File: config.mk
export PLATFORM = sky130hd
export DESIGN_NAME = sha256_message_hasher_core
export DESIGN_NICKNAME = d
export VERILOG_FILES = /design/src/rtl/sha256_pkg.sv /design/src/rtl/sha256_message_hasher_core.sv /design/src/rtl/sha256_sched.sv /design/src/rtl/sha256_round.sv
export VERILOG_INCLUDE_DIRS = /design/src /design/src/rtl
export SDC_FILE = /design/constraint.sdc
export NUM_CORES = 2
export LEC_CHECK = 0
export BUFFER_PORTS_ARGS = -buffer_cell sky130_fd_sc_hd__buf_2
export CAP_MARGIN = 20
export CORE_MARGIN = 2
export CORE_UTILIZATION = 45
export CTS_BUF_LIST = sky130_fd_sc_hd__clkbuf_4
export DETAILED_ROUTE_END_ITERATION = 10
export HOLD_SLACK_MARGIN = 0.05
export PLACE_DENSITY = 0.64
export SYNTH_ARGS = -nofsm -noshare
export SYNTH_HDL_FRONTEND = slang
export SYNTH_SLANG_ARGS = --single-unit
File: constraint.sdc
create_clock -name clk -period 13.8 [get_ports clk]
set_input_delay 0 -clock clk [delete_from_list [all_inputs] [get_ports clk]]
set_output_delay 0 -clock clk [all_outputs]
set_load 0.02 [all_outputs]
File: src/rtl/sha256_message_hasher_core_assert.svh
// ---------------------------------------------------------------------------
// SHA-256 message hasher assertion macros
// Concurrent checks clocked on clk and disabled while arst_n is low.
// ---------------------------------------------------------------------------
`ifndef SHA256_MESSAGE_HASHER_CORE_ASSERT_SVH
`define SHA256_MESSAGE_HASHER_CORE_ASSERT_SVH

// The consequent must hold in the same cycle as the antecedent.
`define SHA_CHK_SAME(lbl, ante, cons, msg) \
	lbl: assert property (@(posedge clk) disable iff (!arst_n) (ante) |-> (cons)) \
		else $error(msg);

// The consequent must hold in the cycle after the antecedent.
`define SHA_CHK_NEXT(lbl, ante, cons, msg) \
	lbl: assert property (@(posedge clk) disable iff (!arst_n) (ante) |=> (cons)) \
		else $error(msg);

`endif

File: src/rtl/sha256_pkg.sv
// ---------------------------------------------------------------------------
// SHA-256 package
// Shared types, round constants, initial hash values and sigma functions.
// ---------------------------------------------------------------------------
`timescale 1ns / 1ps
`default_nettype none

package sha256_pkg;

	typedef logic [31:0] word_t;
	typedef logic [7:0][31:0] hash_t;

	// Control from the sequencer to a datapath unit.
	typedef struct packed {
		logic load;
		logic step;
	} seq_ctl_t;

	localparam int unsigned ROUNDS = 64;
	localparam int unsigned BLOCK_WORDS = 16;

	localparam word_t PAD_MARKER = 32'h8000_0000;

	localparam word_t IV_TABLE [8] = '{
		32'h6a09e667, 32'hbb67ae85, 32'h3c6ef372, 32'ha54ff53a,
		32'h510e527f, 32'h9b05688c, 32'h1f83d9ab, 32'h5be0cd19
	};

	localparam word_t K_TABLE [ROUNDS] = '{
		32'h428a2f98, 32'h71374491, 32'hb5c0fbcf, 32'he9b5dba5,
		32'h3956c25b, 32'h59f111f1, 32'h923f82a4, 32'hab1c5ed5,
		32'hd807aa98, 32'h12835b01, 32'h243185be, 32'h550c7dc3,
		32'h72be5d74, 32'h80deb1fe, 32'h9bdc06a7, 32'hc19bf174,
		32'he49b69c1, 32'hefbe4786, 32'h0fc19dc6, 32'h240ca1cc,
		32'h2de92c6f, 32'h4a7484aa, 32'h5cb0a9dc, 32'h76f988da,
		32'h983e5152, 32'ha831c66d, 32'hb00327c8, 32'hbf597fc7,
		32'hc6e00bf3, 32'hd5a79147, 32'h06ca6351, 32'h14292967,
		32'h27b70a85, 32'h2e1b2138, 32'h4d2c6dfc, 32'h53380d13,
		32'h650a7354, 32'h766a0abb, 32'h81c2c92e, 32'h92722c85,
		32'ha2bfe8a1, 32'ha81a664b, 32'hc24b8b70, 32'hc76c51a3,
		32'hd192e819, 32'hd6990624, 32'hf40e3585, 32'h106aa070,
		32'h19a4c116, 32'h1e376c08, 32'h2748774c, 32'h34b0bcb5,
		32'h391c0cb3, 32'h4ed8aa4a, 32'h5b9cca4f, 32'h682e6ff3,
		32'h748f82ee, 32'h78a5636f, 32'h84c87814, 32'h8cc70208,
		32'h90befffa, 32'ha4506ceb, 32'hbef9a3f7, 32'hc67178f2
	};

	function automatic word_t big_sigma0(input word_t x);
		return {x[1:0], x[31:2]} ^ {x[12:0], x[31:13]} ^ {x[21:0], x[31:22]};
	endfunction

	function automatic word_t big_sigma1(input word_t x);
		return {x[5:0], x[31:6]} ^ {x[10:0], x[31:11]} ^ {x[24:0], x[31:25]};
	endfunction

	function automatic word_t small_sigma0(input word_t x);
		return {x[6:0], x[31:7]} ^ {x[17:0], x[31:18]} ^ {3'b000, x[31:3]};
	endfunction

	function automatic word_t small_sigma1(input word_t x);
		return {x[16:0], x[31:17]} ^ {x[18:0], x[31:19]} ^ {10'b0, x[31:10]};
	endfunction

endpackage

`default_nettype wire

File: src/rtl/sha256_message_hasher_core.sv
// ---------------------------------------------------------------------------
// SHA-256 message hasher core
// Hashes a stream of big-endian message words and returns the eight digest words.
// ---------------------------------------------------------------------------
//  Channel   Handshake                     Payload
//  message   msg_valid / msg_stall         message_word, byte_count, last
//  digest    digest_valid / digest_stall   digest_word, digest_index, digest_last
//
// A word that does not complete a block leaves the core idle for the next word;
// a word that completes one starts the compression rounds of the single round
// unit, followed by the chaining update. The last word also inserts one padding
// word per cycle outside compressions, one or two compressions and eight digest transfers.
// Reset loads the initial hash values and clears the length and position.
// A stalled digest holds its word until the transfer completes.
`timescale 1ns / 1ps
`default_nettype none

module sha256_message_hasher_core (
	input  wire logic        clk,
	input  wire logic        arst_n,
	input  wire logic        msg_valid,
	output logic             msg_stall,
	input  wire logic [31:0] message_word,
	input  wire logic [2:0]  byte_count,
	input  wire logic        last,
	output logic             digest_valid,
	input  wire logic        digest_stall,
	output logic [31:0]      digest_word,
	output logic [2:0]       digest_index,
	output logic             digest_last
);

	typedef enum logic [4:0] {
		ST_IDLE = 5'b00001,
		ST_PAD  = 5'b00010,
		ST_COMP = 5'b00100,
		ST_ADD  = 5'b01000,
		ST_OUT  = 5'b10000
	} state_t;

	typedef enum logic [2:0] {
		PH_MARK  = 3'b001,
		PH_ZERO  = 3'b010,
		PH_LENLO = 3'b100
	} phase_t;

	state_t                state_q, state_d, ret_q, ret_d;
	phase_t                phase_q, phase_d;
	logic [3:0]            pos_q;
	logic [5:0]            rnd_q;
	logic [2:0]            idx_q;
	logic [63:0]           bitlen_q;
	sha256_pkg::hash_t     chain_q;
	sha256_pkg::hash_t     work_vars;
	sha256_pkg::word_t     sched_word;
	sha256_pkg::word_t     put_data;
	logic                  put_en;
	logic                  digest_xfer;
	logic                  msg_xfer;
	sha256_pkg::seq_ctl_t  sched_ctl;
	sha256_pkg::seq_ctl_t  round_ctl;

	assign msg_stall    = (state_q != ST_IDLE);
	assign msg_xfer     = msg_valid && !msg_stall;
	assign digest_valid = (state_q == ST_OUT);
	assign digest_xfer  = digest_valid && !digest_stall;
	assign digest_word  = chain_q[0];
	assign digest_index = idx_q;
	assign digest_last  = (idx_q == 3'd7);

	always_comb begin
		put_en   = 1'b0;
		put_data = '0;
		state_d  = state_q;
		phase_d  = phase_q;
		ret_d    = ret_q;
		unique case (state_q)
			ST_IDLE: begin
				if (msg_valid) begin
					put_en = 1'b1;
					if (!last) begin
						put_data = message_word;
					end else begin
						phase_d = PH_ZERO;
						unique case (byte_count)
							3'd0: put_data = sha256_pkg::PAD_MARKER;
							3'd1: put_data = {message_word[31:24], 24'h80_0000};
							3'd2: put_data = {message_word[31:16], 16'h8000};
							3'd3: put_data = {message_word[31:8], 8'h80};
							default: begin
								put_data = message_word;
								phase_d  = PH_MARK;
							end
						endcase
					end
					if (pos_q == 4'hF) begin
						state_d = ST_COMP;
						ret_d   = last ? ST_PAD : ST_IDLE;
					end else begin
						state_d = last ? ST_PAD : ST_IDLE;
					end
				end
			end
			ST_PAD: begin
				put_en = 1'b1;
				unique case (phase_q)
					PH_MARK: begin
						put_data = sha256_pkg::PAD_MARKER;
						phase_d  = PH_ZERO;
					end
					PH_ZERO: begin
						if (pos_q == 4'hE) begin
							put_data = bitlen_q[63:32];
							phase_d  = PH_LENLO;
						end
					end
					PH_LENLO: put_data = bitlen_q[31:0];
					default: put_data = '0;
				endcase
				if (pos_q == 4'hF) begin
					state_d = ST_COMP;
					ret_d   = (phase_q == PH_LENLO) ? ST_OUT : ST_PAD;
				end
			end
			ST_COMP: begin
				if (rnd_q == 6'd63) begin
					state_d = ST_ADD;
				end
			end
			ST_ADD: state_d = ret_q;
			ST_OUT: begin
				if (digest_xfer && idx_q == 3'd7) begin
					state_d = ST_IDLE;
				end
			end
			default: state_d = ST_IDLE;
		endcase
	end

	assign sched_ctl = '{load: put_en, step: (state_q == ST_COMP)};
	assign round_ctl = '{load: put_en && (pos_q == 4'hF), step: (state_q == ST_COMP)};

	sha256_sched u_sched (
		.clk        (clk),
		.ctl        (sched_ctl),
		.load_word  (put_data),
		.sched_word (sched_word)
	);

	sha256_round u_round (
		.clk         (clk),
		.ctl         (round_ctl),
		.init_vars   (chain_q),
		.round_const (sha256_pkg::K_TABLE[rnd_q]),
		.sched_word  (sched_word),
		.work_vars   (work_vars)
	);

	always_ff @(posedge clk or negedge arst_n) begin
		if (!arst_n) begin
			state_q  <= ST_IDLE;
			ret_q    <= ST_IDLE;
			phase_q  <= PH_ZERO;
			pos_q    <= '0;
			rnd_q    <= '0;
			idx_q    <= '0;
			bitlen_q <= '0;
			for (int i = 0; i < 8; i++) begin
				chain_q[i] <= sha256_pkg::IV_TABLE[i];
			end
		end else begin
			state_q <= state_d;
			ret_q   <= ret_d;
			phase_q <= phase_d;
			if (put_en) begin
				pos_q <= pos_q + 4'd1;
			end
			if (state_q == ST_COMP) begin
				rnd_q <= rnd_q + 6'd1;
			end
			if (msg_xfer) begin
				if (!last) begin
					bitlen_q <= bitlen_q + 64'd32;
				end else if (byte_count > 3'd4) begin
					bitlen_q <= bitlen_q + 64'd32;
				end else begin
					bitlen_q <= bitlen_q + {58'd0, byte_count, 3'b000};
				end
			end
			if (state_q == ST_ADD) begin
				for (int i = 0; i < 8; i++) begin
					chain_q[i] <= chain_q[i] + work_vars[i];
				end
			end
			if (digest_xfer) begin
				for (int i = 0; i < 7; i++) begin
					chain_q[i] <= chain_q[i + 1];
				end
				chain_q[7] <= sha256_pkg::IV_TABLE[idx_q];
				idx_q      <= idx_q + 3'd1;
				if (idx_q == 3'd7) begin
					bitlen_q <= '0;
				end
			end
		end
	end

`include "sha256_message_hasher_core_assert.svh"

	`SHA_CHK_SAME(a_comp_full, state_q == ST_COMP, pos_q == 4'h0, "compression with partial block")
	`SHA_CHK_SAME(a_lenlo_slot, (state_q == ST_PAD) && (phase_q == PH_LENLO), pos_q == 4'hF, "length low word not in final slot")
	`SHA_CHK_NEXT(a_add_after, (state_q == ST_COMP) && (rnd_q == 6'd63), state_q == ST_ADD, "no chaining update after last round")
	`SHA_CHK_NEXT(a_iv_restore, digest_xfer && digest_last, (chain_q[0] == sha256_pkg::IV_TABLE[0]) && (chain_q[7] == sha256_pkg::IV_TABLE[7]) && (bitlen_q == 64'd0), "state not restored after digest")

endmodule

`default_nettype wire

File: src/rtl/sha256_sched.sv
// ---------------------------------------------------------------------------
// SHA-256 message schedule window
// Sixteen-word shift window that collects block words and expands the schedule.
// ---------------------------------------------------------------------------
`timescale 1ns / 1ps
`default_nettype none

module sha256_sched (
	input  wire logic                clk,
	input  wire sha256_pkg::seq_ctl_t ctl,
	input  wire sha256_pkg::word_t    load_word,
	output sha256_pkg::word_t         sched_word
);

	sha256_pkg::word_t win_q [sha256_pkg::BLOCK_WORDS];
	sha256_pkg::word_t next_word;

	assign next_word = win_q[0] + sha256_pkg::small_sigma0(win_q[1]) + win_q[9]
		+ sha256_pkg::small_sigma1(win_q[14]);

	assign sched_word = win_q[0];

	always_ff @(posedge clk) begin
		if (ctl.load || ctl.step) begin
			for (int i = 0; i < sha256_pkg::BLOCK_WORDS - 1; i++) begin
				win_q[i] <= win_q[i + 1];
			end
			win_q[sha256_pkg::BLOCK_WORDS - 1] <= ctl.load ? load_word : next_word;
		end
	end

endmodule

`default_nettype wire

File: src/rtl/sha256_round.sv
// ---------------------------------------------------------------------------
// SHA-256 round unit
// Working registers a to h and the compression round applied once per cycle while step is set.
// ---------------------------------------------------------------------------
`timescale 1ns / 1ps
`default_nettype none

module sha256_round (
	input  wire logic                 clk,
	input  wire sha256_pkg::seq_ctl_t ctl,
	input  wire sha256_pkg::hash_t    init_vars,
	input  wire sha256_pkg::word_t    round_const,
	input  wire sha256_pkg::word_t    sched_word,
	output sha256_pkg::hash_t         work_vars
);

	sha256_pkg::hash_t wv_q;
	sha256_pkg::word_t t1;
	sha256_pkg::word_t t2;
	sha256_pkg::word_t choose;
	sha256_pkg::word_t major;

	assign choose = (wv_q[4] & wv_q[5]) ^ (~wv_q[4] & wv_q[6]);
	assign major  = (wv_q[0] & wv_q[1]) ^ (wv_q[0] & wv_q[2]) ^ (wv_q[1] & wv_q[2]);
	assign t1 = wv_q[7] + sha256_pkg::big_sigma1(wv_q[4]) + choose + round_const + sched_word;
	assign t2 = sha256_pkg::big_sigma0(wv_q[0]) + major;

	assign work_vars = wv_q;

	always_ff @(posedge clk) begin
		if (ctl.load) begin
			wv_q <= init_vars;
		end else if (ctl.step) begin
			wv_q[7] <= wv_q[6];
			wv_q[6] <= wv_q[5];
			wv_q[5] <= wv_q[4];
			wv_q[4] <= wv_q[3] + t1;
			wv_q[3] <= wv_q[2];
			wv_q[2] <= wv_q[1];
			wv_q[1] <= wv_q[0];
			wv_q[0] <= t1 + t2;
		end
	end

endmodule

`default_nettype wire

Yosys cells after proc, flatten, opt, wreduce, memory -nomap -nowiden:

Memory sizes are Yosys's and may differ from the RTL's.
Index checks and enable logic that the tools add are counted.

* $lt $le $gt $ge: 3
* reductions and logical operators: 15
* bitwise operators: 19
* $add $sub $neg: 23
* muxes and demuxes: 42
* eq/ne operators: 24

Operators with widths (count)
* $mux W256: 4
* $add A32 B32 Y32: 18
* $mux W64: 5
* $xor A32 B32 Y32: 9
* $mux W32: 8
* $and A32 B32 Y32: 5
* $pmux W32 S4: 1
* $pmux W32 S3: 1
* $add A64 B6 Y64: 1
* $add A64 B6 Y64 const B: 1
* $pmux W32 S2: 1
* $mux W5: 8
* $not A32 Y32: 1
* $xor A32 B22 Y32: 1
* $xor A32 B29 Y32: 1
* $pmux W5 S5: 1
* $mux W3: 4
* $pmux W3 S2: 2
* $ne A2 B2 Y1 const B: 5
* $pmux W5 S2: 1
* $eq A3 B2 Y1 const B: 3
* $eq A4 B4 Y1 const B: 2
* $reduce_and A4 Y1: 2
* $ge A7 B7 Y1 const B: 1
* 29 further kinds: 40

* bits in read-only memories: 2304
* input port bits: 40
* memories: 3
* bits in writable memories: 512
* bits in registers: 602

Memories
* (name not given): depth 64, width 32, rd ports 1, clocked after memory_dff 0, write ports 0, line sha256_message_hasher_core.sv:154 `.round_const (sha256_pkg::K_TABLE[rnd_q]),`
* u_sched.win_q: depth 16, width 32, rd ports 16, clocked after memory_dff 0, write ports 16, line sha256_sched.sv:15 `sha256_pkg::word_t win_q [sha256_pkg::BLOCK_WORDS];`
* (name not given): depth 8, width 32, rd ports 1, clocked after memory_dff 0, write ports 0, line sha256_message_hasher_core.sv:199 `chain_q[7] <= sha256_pkg::IV_TABLE[idx_q];`

Depth between registers and ports, before layout:

* depth in word-level cells: 9
* gate-level depth with buffers: 37
* mapped depth without buffers: 35

Hierarchy:

A second synthesis with hierarchy kept.

* cell total of the unflattened synthesis: 6803
* area, all modules: 72110.4 sq um

By module, submodules not included
* sha256_message_hasher_core: sequential area each 8707.1 sq um, cells each 3750, area each 30920.9 sq um, times used 1
* sha256_round: sequential area each 7687.4 sq um, cells each 1925, area each 20850.0 sq um, times used 1
* sha256_sched: sequential area each 15374.7 sq um, cells each 1128, area each 20339.5 sq um, times used 1

Worst setup path after synthesis:

No wires, ideal clock.

* kind: reg-to-reg
* start point: register state_q[0]
* end point: memory u_sched.win_q[0][0] (netlist bit) (enable)
* cell stages (with the launch flop): 8
* library setup time: 3625 ps
* clock period less this slack: 13571 ps
* slack: 229 ps
* arrival time: 9947 ps
* path buffers: 3
* data required time: 10175 ps
* cells stage by stage: dfstp_2 inv_1 and3_1 clkbuf_1 nor2_1 clkbuf_1 clkbuf_1 nand2_1

RTL lines
* from (decl): line sha256_message_hasher_core.sv:47 `state_t state_q, state_d, ret_q, ret_d;`
* from (signal assigned): line sha256_message_hasher_core.sv:172 `state_q <= state_d;`
* to (decl): line sha256_sched.sv:15

Final worst setup path:

* start point: register rnd_q[0]
* end point: register u_round.wv_q, in the netlist u_round.work_vars[30], data pin

* cells in the longest elaborated chain, start to end: 9

Ends and longest elaborated chain
* from (decl): line sha256_message_hasher_core.sv:50 `logic [5:0] rnd_q;`
* from (signal assigned): line sha256_message_hasher_core.sv:179 `rnd_q <= rnd_q + 6'd1;`
* $not A6 Y7 (implied by the code): line sha256_message_hasher_core.sv:154
* $mem_v2 Z64 W32
* $mux W32 (implied by the code) (2 in series): line sha256_message_hasher_core.sv:154
* $add A32 B32 Y32 (2 in series): line sha256_round.sv:25 `assign t1 = wv_q[7] + sha256_pkg::big_sigma1(wv_q[4]) + choose + round_const + sched_word;`
* $add A32 B32 Y32: line sha256_round.sv:41 `wv_q[0] <= t1 + t2;`
* $mux W256: line sha256_round.sv:33 `end else if (ctl.step) begin`
* $mux W256: line sha256_round.sv:31 `if (ctl.load) begin`
* to (signal assigned): line sha256_round.sv:32 `wv_q <= init_vars;`
* to (decl): line sha256_round.sv:17 `sha256_pkg::hash_t wv_q;`

No other way between the ends. The select of a mux whose other input is x is not followed.
A chain may end at the register's enable or synchronous reset.

==> metrics.txt <==
unrepaired setup endpoints after global routing=false; number of synthesized flops with an enable pin=about 770; clock buffer depth=4; Syn Inst Count=6835; period utilization=0.677; final WL=233000 µm; Reg clk slew, reported paths=0.06 ns; Die X-Extent=399 µm; Worst Skew=0.129 ns; layout overhead on the synthesized area=10.3%; Ys Warns=0; Port-buffer cells=77; Yosys cell types=89; Post-DRT Antenna Nets=0; PostCTS Resize Cnt=0; Mapped Area=slightly above 70000 µm²; Clock Sinks=1109; Synth Register Bits=1109; max_slew headroom=0.163; sequential cell area fraction in the yosys report=0.451; fmax=between 100 and 150 MHz; core box area=156000 µm²; Synth top cells by count=903 x nand2_1, 768 x edfxtp_1, 518 x o21ai_0; Worst Hold Class=in -> reg; max-cap violation count=0; kind of critical path=reg -> reg; final setup TNS=0 ns; drt pass-1 iters=6; CP endpoint kind=register; most common cell in the netlist=nand2_1; global-route wire length before repair=347000 µm; fraction of layout cells with a size suffix above 1=0.116; Top FF cell, synth=edfxtp_1; Slew Limit Fails=0; outcome=completed; slowest stage delay, CP=0.85 ns; area of the die=160000 µm²; WL per Instance=24.9 µm; CTS tree=yes; GRT overflow=0; I/O pin cnt=slightly below 80; Layout Nets=7720; Initial Util=0.452; final setup margin=4.46 ns; DR iter-0 viols=6388; CP Launch Type=register; minimum clock period=9.34 ns; Root Buffer=clkbuf_4; row count=about 150; final count of hold timing violations=0; DRC=0; GPL Wtd Cong=0.979; largest net degree at the start of global routing=211; worst hold slack=roughly 0.18 ns; Net Count, Synth=roughly 7500; Place WS=4.69 ns; Most Frequent Cell on Critical Path=o21ai_0; total setup buffers inserted after CTS=0; post-synth top area cell=edfxtp_1; initial antenna violation count=7; GRT Overall Usage=0.290; clock latency on the worst-skew pair=1.38 ns; main area contributors after synthesis=edfxtp_1 33%, ha_1 7.4%, dfrtp_1 7.2%; Crit Path Max Fanout=16; CP required=between 10 and 15 ns; H-Tree Depth=5; Worst-Margin Slew=~1.2 ns; share of flip-flops with an asynchronous set or reset=0.307; Mean Syn Cell Area=10.3 µm²; CTS Buf Count=~320; CP max-delay cell=ha_1; CP arrival=10.33 ns; vias=56200; Via density=6.01; FILL cells=14200; post-synth top area share=0.328; vias in the first global route=roughly 53000; final setup fails=0; chip height=399 µm; hpwl dp=169000 µm
-- cells by family (layout without fill, tap and decap cells) --
group	after synthesis	in the layout	synth area share
AOI/OAI and AO/OA	1939	1939	0.177
and+or+nand+nor	1873	1873	0.119
DFF	1109	1109	0.451
adders and majority gates	633	633	0.133
buffers and inverters	626	1078	0.0352
xor gates and xnor gates	584	584	0.0731
muxes	71	71	0.0109
other	0	5	0
-- path summary, 6_finish.rpt --
check / start / endpoint / slack [ns] / cells past startpoint
worst max-delay path: rnd_q[0]$_DFFE_PN0P_ / u_round.work_vars[30]$_DFFE_PP_ / 4.46 / 32
worst min-delay path: msg_valid / state_q[0]$_DFFE_PN1P_ / 0.18 / 6
min in group asynchronous: arst_n / digest_word[8]$_DFFE_PN0P_ / 0.33 / 5
max in group asynchronous: arst_n / chain_q[172]$_DFFE_PN0P_ / 11.61 / 7
worst max register to register: rnd_q[0]$_DFFE_PN0P_ / u_round.work_vars[30]$_DFFE_PP_ / 4.46 / 32
worst min register to register: u_sched.win_q[2][31]$_DFFE_PP_ / u_sched.win_q[1][63]$_DFFE_PP_ / 0.38 / 0
-- layer usage --
layer,part of all wire,track usage,vias up
met1,0.45,0.425,27800
li1,-,-,25500
met5,0.00020,0,-
met4,0.026,0.0855,6
met3,0.087,0.0632,392
met2,0.44,0.428,2464
-- cells in the final DEF (no fill, tap or decap), types with 43 or more instances in the layout --
cell,instances
nor2_1,389
xor2_1,187
a21o_1,142
buf_2,76
inv_1,282
dfrtp_1,198
nor3_1,89
a22oi_1,212
clkbuf_4,464
dlygate4sd3_1,118
nand3_1,110
mux2i_1,43
o211ai_1,43
buf_4,51
nor2b_1,58
ha_1,414
o21ai_0,518
fa_1,197
clkinv_1,61
nand2_1,900
a21oi_1,439
xnor2_1,395
edfxtp_1,768
a211oi_1,87
or3_1,48
nand2b_1,58
o21a_1,66
dfstp_2,139
and3_1,57
a31oi_1,61
-- state kept, by name (all words and copies together), names as in the netlist, 4 cells and up --
signal	count
u_sched.win_q	512
u_round.work_vars	256
chain_q	224
bitlen_q	61
digest_word	32
rnd_q	6
state_q	5
pos_q	4
-- layout make-up --
cell class / count / area [µm²] / area share
flip-flops and latches: 1109 / 31800 / 0.409
repair buffers: 255 / 2110 / 0.0271
clock inverters: 75 / 435 / 0.00561
multi-input cells: 5100 / 36200 / 0.466
inverters: 286 / 1070 / 0.0138
well taps: 2058 / 2570 / 0.0332
clock buffers: 462 / 3470 / 0.0447
diodes: 5 / 12.5 / 0.000161
-- per-stage QoR --
| step | cells | utilization | instance area [µm²] |
|---|---|---|---|
| 2_1_floorplan | 6835 | - | 70400 |
| 3_3_place_gp | 8685 | 0.465 | 72500 |
| 3_5_place_dp | 8686 | 0.465 | 72500 |
| 4_1_cts | 9342 | 0.498 | 77600 |
| 5_1_grt | 9348 | 0.498 | 77600 |
| 6_report | 9350 | 0.498 | 77600 |
-- worst max-delay path: cells and delay by family (launching register included) --
family                     cells  cell delay [ns]
AOI/OAI and AO/OA             15             2.77
xor gates and xnor gates       2             0.50
adders and majority gates      5             2.61
buffers and inverters          2             0.61
DFF                            1             0.65
and+or+nand+nor                8             1.88
-- what timing repair did --
action,CTS,global route
hold buffers,119,0
setup endpoints to repair,0,0
endpoints found under the hold margin,625,0
Power is not shown: default switching activity piles up to over one toggle a cycle in this logic, so the estimate is an artifact.
